--- src/hw/rtl/mdev_pkg.sv ---
// Shared types and constants for the motor drive / encoder velocity unit.
package mdev_pkg;

    localparam int SPEED_W = 16;   // speed command, Q1.15
    localparam int DUTY_W  = 16;   // PWM duty, Q0.15, 0..32768
    localparam int COEF_W  = 16;   // speed limit and filter weight, Q0.16
    localparam int CNT_W   = 16;   // encoder edge count
    localparam int VEL_W   = 24;   // velocity, Q16.8
    localparam int CFG_IDX_W = 2;

    localparam logic [COEF_W-1:0] SPEED_LIMIT_RST   = 16'd19661;
    localparam logic [COEF_W-1:0] FILTER_WEIGHT_RST = 16'd6554;

    localparam logic [CFG_IDX_W-1:0] CFG_REVERSED_WIRING = 2'd0;
    localparam logic [CFG_IDX_W-1:0] CFG_SPEED_LIMIT     = 2'd1;
    localparam logic [CFG_IDX_W-1:0] CFG_FILTER_WEIGHT   = 2'd2;

    typedef enum logic [1:0] {
        REQ_DRIVE = 2'd0,
        REQ_EDGE  = 2'd1,
        REQ_TICK  = 2'd2
    } t_req;

    // Per-beat update strobes from the top level to the state holders.
    typedef struct packed {
        logic drive;
        logic edge_up;
        logic tick;
    } t_cmd;

endpackage

--- src/hw/rtl/mdev_drive.sv ---
// Drive command path: scaled duty magnitude and direction pin.
module mdev_drive
    import mdev_pkg::*;
(
    input  logic                      i_clk,
    input  logic                      i_rst_n,
    input  t_cmd                      i_cmd,
    input  logic signed [SPEED_W-1:0] i_speed,
    input  logic                      i_reversed,
    input  logic [COEF_W-1:0]         i_limit,
    output logic                      o_dir,
    output logic                      o_dir_next,
    output logic [DUTY_W-1:0]         o_duty_next
);

    logic              r_dir;
    logic [DUTY_W-1:0] r_duty;
    logic [SPEED_W-1:0] mag;
    logic [31:0]        prod;
    logic [31:0]        rnd;
    logic               neg;
    logic               dir_new;
    logic [DUTY_W-1:0]  duty_new;

    // |speed| fits 16 bits unsigned (max 32768)
    assign mag      = i_speed[SPEED_W-1] ? (~i_speed + 16'd1) : i_speed;
    assign prod     = {16'd0, mag} * {16'd0, i_limit};
    assign rnd      = prod + 32'd32768;          // max is exactly 2^31
    assign duty_new = rnd[31:16];
    assign neg      = i_speed[SPEED_W-1] && (i_limit != '0);
    assign dir_new  = i_reversed ? neg : !neg;

    assign o_dir_next  = i_cmd.drive ? dir_new  : r_dir;
    assign o_duty_next = i_cmd.drive ? duty_new : r_duty;
    assign o_dir       = r_dir;

    always_ff @(posedge i_clk) begin
        if (!i_rst_n) begin
            r_dir  <= 1'b0;
            r_duty <= '0;
        end else if (i_cmd.drive) begin
            r_dir  <= dir_new;
            r_duty <= duty_new;
        end
    end

endmodule

--- config.mk ---
export PLATFORM = sky130hd
export DESIGN_NAME = mdev_drive
export DESIGN_NICKNAME = d
export VERILOG_FILES = /design/src/hw/rtl/mdev_pkg.sv /design/src/hw/rtl/mdev_drive.sv
export SDC_FILE = /design/constraint.sdc
export NUM_CORES = 1
export LEC_CHECK = 0
export ABC_AREA = 1
export ABC_CLOCK_PERIOD_IN_PS = 7900
export BUFFER_PORTS_ARGS = -buffer_cell sky130_fd_sc_hd__clkbuf_2
export CELL_PAD_IN_SITES_DETAIL_PLACEMENT = 1
export CELL_PAD_IN_SITES_GLOBAL_PLACEMENT = 1
export CORE_UTILIZATION = 44
export CTS_BUF_LIST = sky130_fd_sc_hd__clkbuf_8
export DETAILED_ROUTE_END_ITERATION = 6
export PLACE_DENSITY_LB_ADDON = 0.15
export SYNTH_ARGS = -nofsm -noshare
export SYNTH_HDL_FRONTEND = slang
export SYNTH_SLANG_ARGS = --single-unit
--- constraint.sdc ---
create_clock -name i_clk -period 7.9 [get_ports i_clk]
set_input_delay 0.79 -clock i_clk [delete_from_list [all_inputs] [get_ports i_clk]]
set_output_delay 0.79 -clock i_clk [all_outputs]
set_load 0.05 [all_outputs]
# ---- Word level (Yosys, flattened, before mapping)
# Cells that the tools add are included.
# Widths: inputs -> output; s select.
dict set report classes {
  n_addsub 2
  mul 1
  muxes 4
  bitwise_logic 1
  n_reduce_logical 3
}
# operator count
set op_table {}
lappend op_table {{$add 32x16->32 const B} 1}
lappend op_table {{$mul 16x16->32} 1}
lappend op_table {{$mux 16} 2}
lappend op_table {{$add 16x1->16 const B} 1}
lappend op_table {{$not 16->16} 1}
lappend op_table {{$reduce_bool 16->1} 1}
lappend op_table {{$mux 1} 2}
lappend op_table {{$logic_and 1x1->1} 1}
lappend op_table {{$logic_not 1->1} 1}
dict set report totals {
  ff_bits 17
  in_bits 38
  wordCells 13
}

# ---- Logic depth before layout (Yosys ltp)
dict set report logic_depth {
  ltp_word 6
  mapped_depth 39
  mapped_depth_nobuf 37
}

# ---- Least setup slack after synthesis
# OpenSTA, ideal clock, no wires.
dict set report synth_path {
  path_kind {input-to-output}
  from {in i_speed[0]}
  to {out o_duty_next[5]}
  arrival_time_ps 7060
  slack_ps 50
  cell_stages 35
  cell_sequence {buf_4 -> clkbuf_1 -> inv_1 -> ha_1 -> inv_1 -> nor2_1 -> inv_2 -> nor2_1 -> a21oi_1 -> inv_2 -> o21ai_1 -> or2_1 -> nand2_1 -> inv_2 -> nor2_1 -> fa_1 -> inv_1 -> fa_1 -> fa_1 -> inv_1 -> fa_1 -> fa_1 -> inv_1 -> fa_1 -> inv_1 -> ha_1 -> a21oi_1 -> inv_1 -> a31oi_1 -> o21ai_0 -> nand2_1 -> nand3_1 -> or2_2 -> nand3_1 -> nand2_1}
}
dict set report synth_between {
  elab_chain_cells 6
}
# element line
set synth_rtl {}
lappend synth_rtl {{start, declared} mdev_drive.sv:8} ;# input logic signed [SPEED_W-1:0] i_speed,
lappend synth_rtl {{$not 16->16} mdev_drive.sv:26} ;# assign mag = i_speed[SPEED_W-1] ? (~i_speed + 16'd1) : i_speed;
lappend synth_rtl {{$add 16x1->16} mdev_drive.sv:26}
lappend synth_rtl {{$mux 16 *} mdev_drive.sv:26}
lappend synth_rtl {{$mul 16x16->32 *} mdev_drive.sv:27} ;# assign prod = {16'd0, mag} * {16'd0, i_limit};
lappend synth_rtl {{$add 32x16->32 *} mdev_drive.sv:28} ;# assign rnd = prod + 32'd32768;
lappend synth_rtl {{$mux 16 *} -}
lappend synth_rtl {{end, declared} mdev_drive.sv:13} ;# output logic [DUTY_W-1:0] o_duty_next
# Every way passes the cells marked *; elsewhere a longest branch is shown, timed or not.

# ---- Worst setup path after layout
dict set report layout_path {
  from {in i_speed[1]}
  to {out o_duty_next[12]}
}
# The elaborated chain is that of the path after synthesis.

==> Flow_metrics.wiki <==
{| class="wikitable"
! Metric !! Value
|-
| Total number of vias || 9,385
|-
| Clock transition at the registers of the reported paths || 70 ps
|-
| Worst skew pair latency || 260 ps
|-
| Post-Syn Nets || 1,699
|-
| CP Data Required Time || 7110 ps
|-
| Cts-stage hold buffer count || 0
|-
| Antenna diode count || 0
|-
| Sequential Area || 340 um2
|-
| First-pass GRT wire length || 54.0 mm
|-
| CTS Sinks || 17
|-
| Layout cell share with drive strength beyond 1 || 0.285
|-
| CTS H-tree lvls || 1
|-
| RSZ-0062 raised after global routing || true
|-
| Avg Synthesized Cell Area || 7.32 um2
|-
| Slowest stage cell on the critical path || fa_1
|-
| Final cycle utilization of the critical path || 1.01
|-
| Worst setup path category || primary input to output port
|-
| Post-layout minimum cycle time || 8010 ps
|-
| Area of the mapped netlist || 0.00992 mm2
|-
| Number of inserted filler cells in the final layout || 2,756
|-
| Relative slew slack || 0.543
|-
| Post-synth EDFFs || 0
|-
| Number of nets in the final layout || 1,885
|-
| IO Count || between 50 and 60
|-
| PortBufs || 53
|-
| Placeable core area || 0.0220 mm2
|-
| Fin. max-slew vios || 0
|-
| Max Cap Violations || 0
|-
| Pin count of the biggest net entering global routing || 31
|-
| Post-route ant nets || 0
|-
| Number of unique standard cell types used by synthesis || 41
|-
| Initial antenna violation count || 0
|-
| Class of the tightest hold or removal check || register to register
|-
| Nature of the critical path startpoint || primary input
|-
| Seq/Total Area, Yosys || 0.0343
|-
| Most frequent cells after synthesis || inv_1 (334), nand2_1 (271), nor2_1 (201)
|-
| Total wirelength of the detailed-routed design || 33.9 mm
|-
| Pin slew with the least headroom to its limit || between 600 and 700 ps
|-
| Placed instance count || 1,767
|-
| Main flop type after synthesis || dfxtp_1
|-
| Remaining DRCs || 8
|-
| Initial core utilization || 0.452
|-
| First drt pass iteration count || 6
|-
| Hpwl dp || 27.5 mm
|-
| Violations in the final reports || DRC, setup timing
|-
| Run status || finished with violations
|-
| Initial drt markers || 364
|-
| Ys async rst share || 0
|-
| Buffer depth of the longest clock path || 2
|-
| Via count of the first global-routing pass || 10.4k
|-
| Instance count of the mapped netlist || 1,354
|-
| Final Worst Setup Slack || -113 ps
|-
| Synth top area share || 0.390
|-
| Yosys warning count || 0
|-
| Post-DR vias/cell || 5.16
|-
| Number of synthesized register bits || 17
|-
| Global route overflow || 0
|-
| Skew final || 0 ps
|-
| Area taken by multi-input logic gates || 0.00894 mm2
|-
| Leading post-synthesis cells by cell area || fa_1 (39%), ha_1 (14%), inv_1 (13%), nand2_1 (10%), nor2_1 (7.6%)
|-
| TritonCTS Buffers || 3
|-
| Setup violation total in the final timing report || 8
|-
| TritonCTS clock tree || yes
|-
| Fmax || 125 MHz
|-
| Delay of the slowest cell on the worst path || 570 ps
|-
| Number of rows in the core area || 54
|-
| Largest fanout on the critical path || 6
|-
| Total global routing track utilization || 0.298
|-
| Post-route non-filler standard cell count || 1,819
|-
| Worst setup EP type || output port
|-
| Library cell occupying the most area in the post-synthesis netlist || fa_1
|-
| Relative area change from synthesis to final layout || 28.5%
|-
| Die area || 0.0231 mm2
|-
| Die boundary height || 152 um
|-
| Routability congestion estimate || roughly 0.88
|-
| Final hold vios || 0
|-
| Library cell used as clock root buffer || clkbuf_8
|-
| Average wire per standard cell || around 19 um
|-
| Most numerous cell in the Yosys netlist || inv_1
|-
| Most common cell type on the critical path || inv_2
|-
| Arrival @ worst endpoint || 7220 ps
|-
| Die Wd || 152 um
|-
| Post-Route Utilization || 0.580
|}
[critical path: cells and delay by family]
kind	cells	cell delay, ps
compound gates	4	480
fa+ha+maj	8	3500
simple gates	13	1360
buf+inv	14	1080
[registers in the layout, summed over array words and instances (netlist names)]
| register | count |
|---|---|
| r_duty | 16 |
| o_dir | 1 |
[cell type report]
| class | instances | area share |
|---|---|---|
| Inverter | 352 | 0.107 |
| Tap cell | 280 | 0.0275 |
| Sequential cell | 17 | 0.0267 |
| Multi-Input combinational cell | 957 | 0.702 |
| Timing Repair Buffer | 209 | 0.134 |
| Clock buffer | 3 | 0.00324 |
| Clock inverter | 1 | 0.000393 |
[layout by cell type (no fill, tap or decap), drive strengths merged, types with 16 or more instances in the layout]
cell type / n
buf: 172
or2: 19
nor3: 16
fa: 193
o21ai: 27
ha: 114
nand2: 277
a21oi: 38
clkbuf: 40
nor2: 203
nand3: 38
inv: 348
dfxtp: 17
[repair_timing]
action / CTS / global route
resized for setup: 116 / 189
pin swaps: 41 / 94
hold endpoints to repair: 0 / 0
setup endpoints to repair: 16 / 18
buffers inserted: 36 / 19
[metrics by stage]
stage / setup TNS, ps / hold WS [ps] / area (um2) / worst slack, ps
after floorplan: 0 / 447 / 9920 / 50.2
after global placement: -3820 / 460 / 11300 / -335
after detailed placement: -5060 / 474 / 11300 / -433
after CTS: -11.3 / 486 / 12100 / -7.93
after global routing: -4760 / 532 / 12700 / -437
final: -456 / 500 / 12700 / -113
[path summary, 6_finish.rpt]
path               from               to  slack, ps  cells past startpoint
max reg2reg   r_duty[9]        r_duty[9]       6450                     10
max          i_speed[1]  o_duty_next[12]       -110                     39
min reg2reg       o_dir            o_dir        500                      2
min               o_dir            o_dir        500                      2
[per-layer routing]
| layer | up-vias | wire length (um) | GRT usage |
|---|---|---|---|
| met5 | - | 0 | 0 |
| met4 | 0 | 1260 | 0.0899 |
| met3 | 61 | 1420 | 0.0282 |
| met2 | 229 | 17400 | 0.541 |
| met1 | 4754 | 13800 | 0.373 |
| li1 | 4341 | - | - |
[logic make-up (layout without fill, tap and decap cells)]
family,count (synthesis),in the layout,synth area share
flip-flops,17,17,0.0343
AO/OA/AOI/OAI,78,78,0.0447
buffers and inverters,380,565,0.146
adder cells (fa/ha/maj),307,307,0.534
XOR/XNOR,8,8,0.00782
AND/OR/NAND/NOR,564,564,0.233
Power is left out: the tool's default activity adds up to more than one toggle a clock period on the data nets, which glitch-free logic cannot reach.
