===== src/hw/rtl/mdev_pkg.sv =====
// Shared types and constants for the motor drive / encoder velocity unit.
package mdev_pkg;

    localparam int SPEED_W = 16;   // speed command, Q1.15
    localparam int DUTY_W  = 16;   // PWM duty, Q0.15, 0..32768
    localparam int COEF_W  = 16;   // speed limit and filter weight, Q0.16
    localparam int CNT_W   = 16;   // encoder edge count
    localparam int VEL_W   = 24;   // velocity, Q16.8
    localparam int CFG_IDX_W = 2;

    localparam logic [COEF_W-1:0] SPEED_LIMIT_RST   = 16'd19661;
    localparam logic [COEF_W-1:0] FILTER_WEIGHT_RST = 16'd6554;

    localparam logic [CFG_IDX_W-1:0] CFG_REVERSED_WIRING = 2'd0;
    localparam logic [CFG_IDX_W-1:0] CFG_SPEED_LIMIT     = 2'd1;
    localparam logic [CFG_IDX_W-1:0] CFG_FILTER_WEIGHT   = 2'd2;

    typedef enum logic [1:0] {
        REQ_DRIVE = 2'd0,
        REQ_EDGE  = 2'd1,
        REQ_TICK  = 2'd2
    } t_req;

    // Per-beat update strobes from the top level to the state holders.
    typedef struct packed {
        logic drive;
        logic edge_up;
        logic tick;
    } t_cmd;

endpackage


===== src/hw/rtl/mdev_count.sv =====
// Saturating signed encoder edge counter, cleared on velocity tick.
module mdev_count
    import mdev_pkg::*;
(
    input  logic                    i_clk,
    input  logic                    i_rst_n,
    input  t_cmd                    i_cmd,
    input  logic                    i_dir,
    output logic signed [CNT_W-1:0] o_count,
    output logic signed [CNT_W-1:0] o_count_next
);

    localparam logic signed [CNT_W-1:0] CNT_MAX = {1'b0, {(CNT_W-1){1'b1}}};
    localparam logic signed [CNT_W-1:0] CNT_MIN = {1'b1, {(CNT_W-1){1'b0}}};

    logic signed [CNT_W-1:0] r_count;
    logic signed [CNT_W-1:0] n_count;

    always_comb begin
        n_count = r_count;
        if (i_cmd.tick) begin
            n_count = '0;
        end else if (i_cmd.edge_up) begin
            if (i_dir) begin
                if (r_count != CNT_MAX) n_count = r_count + 16'sd1;
            end else begin
                if (r_count != CNT_MIN) n_count = r_count - 16'sd1;
            end
        end
    end

    assign o_count      = r_count;
    assign o_count_next = n_count;

    always_ff @(posedge i_clk) begin
        if (!i_rst_n) begin
            r_count <= '0;
        end else begin
            r_count <= n_count;
        end
    end

endmodule


===== config.mk =====
export PLATFORM = sky130hd
export DESIGN_NAME = mdev_count
export DESIGN_NICKNAME = d
export VERILOG_FILES = /design/src/hw/rtl/mdev_pkg.sv /design/src/hw/rtl/mdev_count.sv
export SDC_FILE = /design/constraint.sdc
export NUM_CORES = 1
export LEC_CHECK = 0
export ABC_AREA = 1
export BUFFER_PORTS_ARGS = -buffer_cell sky130_fd_sc_hd__buf_2
export CAP_MARGIN = 15
export CELL_PAD_IN_SITES_DETAIL_PLACEMENT = 1
export CELL_PAD_IN_SITES_GLOBAL_PLACEMENT = 1
export CORE_ASPECT_RATIO = 1.25
export CORE_MARGIN = 2
export CORE_UTILIZATION = 34
export CTS_CLUSTER_DIAMETER = 80
export DETAILED_ROUTE_END_ITERATION = 10
export GPL_ROUTABILITY_DRIVEN = 0
export PLACE_DENSITY_LB_ADDON = 0.1
export SYNTH_ARGS = -nofsm -noshare
export SYNTH_HDL_FRONTEND = slang
export SYNTH_SLANG_ARGS = --single-unit

===== constraint.sdc =====
create_clock -name i_clk -period 4.6 [get_ports i_clk]
set_input_delay 0.46 -clock i_clk [delete_from_list [all_inputs] [get_ports i_clk]]
set_output_delay 0.46 -clock i_clk [all_outputs]
set_load 0.01 [all_outputs]

## After elaboration in Yosys (flattened, before gate mapping)

Index checks and enable logic that the tools add are counted.

| storage, ports and cells | value |
|---|---|
| bits in registers | 16 |
| input bits | 6 |
| output and inout port bits | 32 |
| word-level logic and storage cells | 10 |

| operators by class | value |
|---|---|
| add/sub/neg operators | 2 |
| equality and inequality tests | 2 |
| muxes and demuxes | 5 |

Operators with widths:

| operator | count |
|---|---|
| $mux 16 | 5 |
| $ne 16x16->1 const B | 2 |
| $add 16x2->16 const B | 1 |
| $sub 16x2->16 const B | 1 |

## Depth between registers and ports, before layout

Gate-level depths: netlist of the first run.

| logic depth | value |
|---|---|
| depth in word-level cells | 5 |
| mapped depth | 13 |
| mapped depth without buffers | 13 |

## Worst setup path after synthesis of the first run

Ideal clock, no wire load.

| path | value |
|---|---|
| kind | reg2out |
| start point | reg r_count[1], in the netlist o_count[1] |
| end point | out o_count_next[5] |
| arrival time | 1.633 ns |
| required time | 4.140 ns |
| slack | 2.507 ns |
| cell stages (with the launch flop) | 11 |
| path buffers | 1 |
| path through | dfxtp_1 ha_1 inv_1 nor2_4 nand4_1 buf_4 nand3_1 nand2_1 nand2_1 nand2_1 nor2_1 |

| between the ends | value |
|---|---|
| cells in the longest elaborated chain, start to end | 5 |
| elaborated cells on any way between the ends | 9 |
| those cells by class | add/sub: 2; eq/ne: 2; mux: 5 |

RTL lines:

| what | line | RTL |
|---|---|---|
| start: declaration | mdev_count.sv:16 | `logic signed [CNT_W-1:0] r_count;` |
| start signal: assignment | mdev_count.sv:39 | `r_count <= n_count;` |
| $sub 16x2->16 (tied with other cells) | mdev_count.sv:27 | `if (r_count != CNT_MIN) n_count = r_count - 16'sd1;` |
| $mux 16, on equally long branches | mdev_count.sv:27, mdev_count.sv:25 |  |
| $mux 16 (*) | mdev_count.sv:24 | `if (i_dir) begin` |
| $mux 16 (*) | mdev_count.sv:23 | `end else if (i_cmd.edge_up) begin` |
| $mux 16 (*) | mdev_count.sv:21 | `if (i_cmd.tick) begin` |
| end: declaration | mdev_count.sv:10 | `output logic signed [CNT_W-1:0] o_count_next` |

Every way passes the cells marked *; elsewhere a longest branch is shown, timed or not.

## Final worst setup path of the first run

| path | value |
|---|---|
| start point | reg r_count[0], in the netlist o_count[0] |
| end point | out o_count_next[5] |

The elaborated chain is that of the path after synthesis.

==> results of run 1 <==
-- cells in the final DEF (no fill, tap or decap), drive strengths merged --
cell      n
ha        3
nand3    52
dfxtp    16
xnor2     1
a21oi     6
nand4     5
nor2     58
buf      36
inv      38
o21ai     5
clkbuf    4
nor3      4
xor2     10
nand2   127
-- per-stage QoR --
| step | hold WS, ns | area, µm² |
|---|---|---|
| global placement | 0.695 | 2040 |
| global route | 0.635 | 2090 |
| floorplan | 0.630 | 1870 |
| finish | 0.632 | 2090 |
| CTS | 0.626 | 2090 |
| detailed placement | 0.710 | 2040 |
-- cells by family (layout without fill, tap and decap cells) --
logic type,Yosys count,after routing,share of synthesized area (%)
XOR/XNOR,11,11,5.14
adder cells (fa/ha/maj),3,3,2.00
buffers and inverters,53,78,12.7
AND/OR/NAND/NOR,246,246,60.1
AO/OA/AOI/OAI,11,11,2.94
flip-flops,16,16,17.1
-- final cells by class --
cell class / count / share of cell area, %
repair buffers: 36 / 8.61
inverters: 38 / 6.81
flip-flops and latches: 16 / 15.3
clock buffers: 4 / 2.63
well taps: 64 / 3.83
multi-input cells: 271 / 62.8
-- routing by layer --
layer | routed length (µm) | vias up
li1 | - | 1102
met1 | 3020 | 999
met2 | 3170 | 34
met3 | 157 | 7
met4 | 74 | 0
met5 | 0 | -
-- power by group --
| group | leakage (nW) | switching [mW] | internal (mW) | total (mW) |
|---|---|---|---|---|
| clock network | 0.0288 | 0.0608 | 0.0762 | 0.137 |
| registers | 0.131 | 0.0173 | 0.145 | 0.162 |
| logic | 0.990 | 0.111 | 0.0592 | 0.170 |
| total | 1.15 | 0.189 | 0.280 | 0.469 |
-- worst max-delay path, stage by stage, from the launching register on --
cell	delay [ns]
dfxtp_1	0.53
ha_1	0.26
inv_1	0.08
nor2_4	0.15
nand4_1	0.54
nand3_1	0.30
nand2_1	0.07
nand2_1	0.05
nand2_1	0.08
nor2_1	0.08
buf_2	0.13
-- worst paths after layout --
kind | end | slack [ns] | cells after the start
hold / removal | o_count[4] | 0.63 | 2
setup / recovery | o_count_next[5] | 1.59 | 10
setup reg to reg | o_count[15] | 2.32 | 10
hold reg to reg | o_count[10] | 0.72 | 4
==> metrics.txt, run 1 <==
status complete, no violations; total CTS buffers 3; hold path startpoint i_cmd[0]; Mapped Cells 340; MaxCap Viol Count 0; number of global-route vias before repair slightly above 2000; fin util roughly two fifths; area occupied by multi-input gates 0.00132 mm²; worst min path class in -> reg; # DRC 0; Syn Area/Cell ~5.5 µm²; CTS clk-pin slew, worst paths around 0.080 ns; Die H slightly below 90 µm; Worst-Skew Late Latency 0.26 ns; RSZ-0062 raised after global routing false; largest cells by area after synthesis nand2_1, dfxtp_1, nand3_1; Fmax achieved around 330 MHz; synth warn 0; leakage power 1.15 nW; Synth Cell Area roughly 0.0019 mm²; Synth area leader nand2_1; Seq/Total Area, Yosys between 15 and 20%; dpl ws roughly 1.9 ns; I/O pin count 38; CP required 4.14 ns; Core Region approximately 0.0054 mm²; max FFs per register 16; CTS tree built; critical-path maximum fanout 11; CTS Buffer Depth 2; Slew Limit Fails 0; H-tree depth 1; Peak VDD IR around 0.000095 V; Slew headroom between 50% and 60%; met1 Use GR 27.9%; Most Crowded Layer GR met2; std cell rows 30; largest net degree at the start of global routing 21; most frequent cell after synthesis nand2_1; most common flop cell mapped by yosys dfxtp_1; critical path type reg -> out; Die X slightly above 70 µm; cell count after placement around 430; Nets 375; total number of vias ~2100; DR pass1 iterations 4; power per cell area approximately 220 mW/mm²; Iter 0 DRT Violations between 80 and 90; Worst-Margin Slew ~0.65 ns; Antenna Violating Nets Remaining 0; first-pass GRT wire length around 11000 µm; drt total wl 6420 µm; antenna violations before repair 0; vias per std cell roughly 5.0; clk root buf clkbuf_8; WP data arrival 2.55 ns; post-synth top area share a little under a quarter; Total GRT Usage a little over a fifth; synth cell count leaders nand2_1, nand3_1, nor2_1; Tmin final 3.01 ns; count of state elements after synthesis 16; startpoint types flip-flop; total power 0.469 mW; crit path launch o_count[0]; non-filler cells, final ~430; total grt overflow 0; WL per Instance about 15 µm; Sink Count 16; Final WS setup roughly 1.6 ns; worst reg2reg startpoint o_count[0]; Reg area ~320 µm²; Setup violations, final 0; sum of negative setup slack 0 ns; Hold-fix buffers, CTS 0; HPWL Detailed 4750 µm; Hold Fails Final Rpt 0; Diodes inserted 0; Worst Skew ~0.0043 ns; final period utilization around two thirds; synthesis-to-finish area growth 11.7%; routing usage on met3 ~1.9%; Layout fillers 784; routing usage on met2 roughly two fifths; area of the die 0.00613 mm²; post-CTS sizing 0; Initial Utilization approximately a third; syn_nets between 300 and 400; Distinct cells, synth 23; EDFF count, synth 0; asr flop ratio synth 0%; crit end category output pin; layout cells sized above 1 between 10% and 20%; post-CTS setup buffer count 0; Buffers on Ports 36
No activity file was read; power rests on OpenSTA's default activity.
==> run 2: changes to the inputs <==
==> constraint.sdc (replaced) <==
create_clock -name i_clk -period 3 [get_ports i_clk]
set_input_delay 0.3 -clock i_clk [delete_from_list [all_inputs] [get_ports i_clk]]
set_output_delay 0.3 -clock i_clk [all_outputs]
set_load 0.01 [all_outputs]
==> run 2 against run 1 <==
  * Clock skew shrank 0.0029 ns
  * Clock power rose by 53%
  * Sequential power rose by 53%
  * Combinational power grew 53%
  * Routed wire length rose by 0.36%
  * Critical path depth up 2
  * Largest cell class unchanged
  * Highest routed layer unchanged
==> metrics.txt, run 2 (same netlist as run 1, synthesis figures left out) <==
Initial Utilization 34.9% (unchanged); sum of negative setup slack 0 ns (unchanged); Slew Limit Fails 0 (unchanged); post-CTS setup buffer count 0 (unchanged); power per cell area 341 mW/mm² (+52%); Sw Ratio 40.2% (-0.054 points); RSZ-0062 raised after global routing false; clk root buf clkbuf_8; Worst-Skew Late Latency 0.26 ns (about the same); MaxCap Viol Count 0 (unchanged); Buffers on Ports 36 (unchanged); Switch Pwr 0.289 mW (+53%); area of the die 0.00613 mm² (unchanged); Worst-Margin Slew 0.650 ns (+0.00201 ns); Pint 0.430 mW (+53%); first-pass GRT wire length 10800 µm (+2.3%); drt total wl 6450 µm (+0.36%); crit-path cells ha_1 > inv_1 > nor2_4 > nand2_2 > nor2_4 > nand2_2 > nand2_2 > nand2_1 > nand3_1 > nand3_1 > inv_1 > buf_2; worst min path class in -> reg; Slew headroom 56.6% (about the same); crit end category output pin; Critical Path Most Common Cell nand2_2; total grt overflow 0 (unchanged); HPWL Detailed 4810 µm (+1.4%); # DRC 0 (unchanged); std cell rows 30 (unchanged); placed inst area 0.00205 mm² (+0.74%); worst stage delay on the critical path 0.53 ns (about the same); Hold Fails Final Rpt 0 (unchanged); max FFs per register 16 (unchanged); synthesis-to-finish area growth 12.5%; vias per std cell 5.06 (+1.3%); Nets 377 (+0.53%); Worst Skew 0.00144 ns (-0.00288 ns); critical path type reg -> out; Tmin final ~2.5 ns; Total GRT Usage 22.3% (+0.45 points); H-tree depth 1 (unchanged); total CTS buffers 3 (unchanged); Antenna Violating Nets Remaining 0 (unchanged); final period utilization ~83%; Sink Count 16 (unchanged); Final WS setup 0.511 ns (-1.08 ns); antenna violations before repair 0 (unchanged); Comb pwr share 36.2% (about the same); Iter 0 DRT Violations 68 (-21%); critical-path maximum fanout 9 (-2); Fmax achieved approximately 400 MHz; status complete, no violations; Die X 70.4 µm (unchanged); Core Region 0.00537 mm² (unchanged); Hold-fix buffers, CTS 0 (unchanged); Setup violations, final 0 (unchanged); dpl ws 0.810 ns (-1.06 ns); number of global-route vias before repair 2167 (+4.7%); DR pass1 iterations 4 (unchanged); CP required 2.70 ns (-1.44 ns); worst hold slack 0.465 ns (-0.167 ns); sequential power share 34.6% (about the same); commonest non-fill, non-tap cell in the layout nand2_1; CTS clk-pin slew, worst paths 0.08 ns (about the same); CTS tree built; post-CTS sizing 0 (unchanged); leakage power 1.16 nW (+0.72%); post-route cell area 0.00211 mm² (+0.72%); largest net degree at the start of global routing 21 (unchanged); total number of vias 2180 (+1.8%); I/O pin count 38 (unchanged); commonest cells after routing, fill and taps aside nand2_1, nand3_1, nor2_1; Slowest cell on crit path dfxtp_1; WP data arrival 2.19 ns (-0.36 ns); WL per Instance 15.0 µm (-0.11%); CTS Buffer Depth 2 (unchanged); cell count after placement 427 (+0.47%); Die H 87.0 µm (unchanged); Peak VDD IR 0.000220 V (+130%); Clock power frac 29.3% (about the same); non-filler cells, final 431 (+0.47%); startpoint types flip-flop; layout cells sized above 1 20.2% (+0.44 points); Layout fillers 788 (+0.51%); Diodes inserted 0 (unchanged)
==> run 2: cell count changes in the layout (fill, tap and decap cells not counted) <==
cell   change
buf_4      +2
==> run 2: worst paths after layout <==
check | from | endpoint | slack [ns] | cells after the start
min reg2reg | o_count[10] | o_count[10] | 0.72 | 4
max | o_count[0] | o_count_next[0] | 0.51 | 12
max reg2reg | o_count[0] | o_count[0] | 1.09 | 12
min | i_cmd[0] | o_count[4] | 0.46 | 2
==> run 2: power by group through the flow <==
stage | Clock [mW] | Combinational [mW] | Sequential [mW]
3_5_place_dp | 0 | 0.261 | 0.253
5_1_grt | 0.227 | 0.302 | 0.251
6_report | 0.210 | 0.260 | 0.248
4_1_cts | 0.224 | 0.262 | 0.249
2_1_floorplan | 0 | 0.200 | 0.244
3_3_place_gp | 0 | 0.255 | 0.253
==> run 2: area by class of cell <==
cell class	count	area, µm²	share of cell area, %
flip-flops and latches	16	320	15.2
repair buffers	38	195	9.26
inverters	38	143	6.77
clock buffers	4	55.1	2.61
well taps	64	80.1	3.80
multi-input cells	271	1320	62.4
==> run 2: metrics by stage <==
step,power [mW],util (%)
final,0.718,39.3
after global routing,0.780,39.3
after floorplan,0.444,-
after detailed placement,0.515,38.3
after global placement,0.508,38.3
after CTS,0.735,39.3
==> run 2: critical path: cells and delay by family (launching register included) <==
kind / cells / cell delay [ns]
flops: 1 / 0.53
buf+inv: 3 / 0.28
simple gates: 8 / 0.83
fa+ha+maj: 1 / 0.27
==> run 2: layer usage <==
metal | routed length (µm) | vias to the layer above | track usage (%) | share of wire (%)
li1 | - | 1108 | - | -
met1 | 2980 | 1024 | 27.5 | 46
met2 | 3180 | 39 | 40.6 | 49
met3 | 191 | 9 | 3.01 | 3.0
met4 | 91 | 0 | 5.42 | 1.4
met5 | 0 | - | 0 | 0
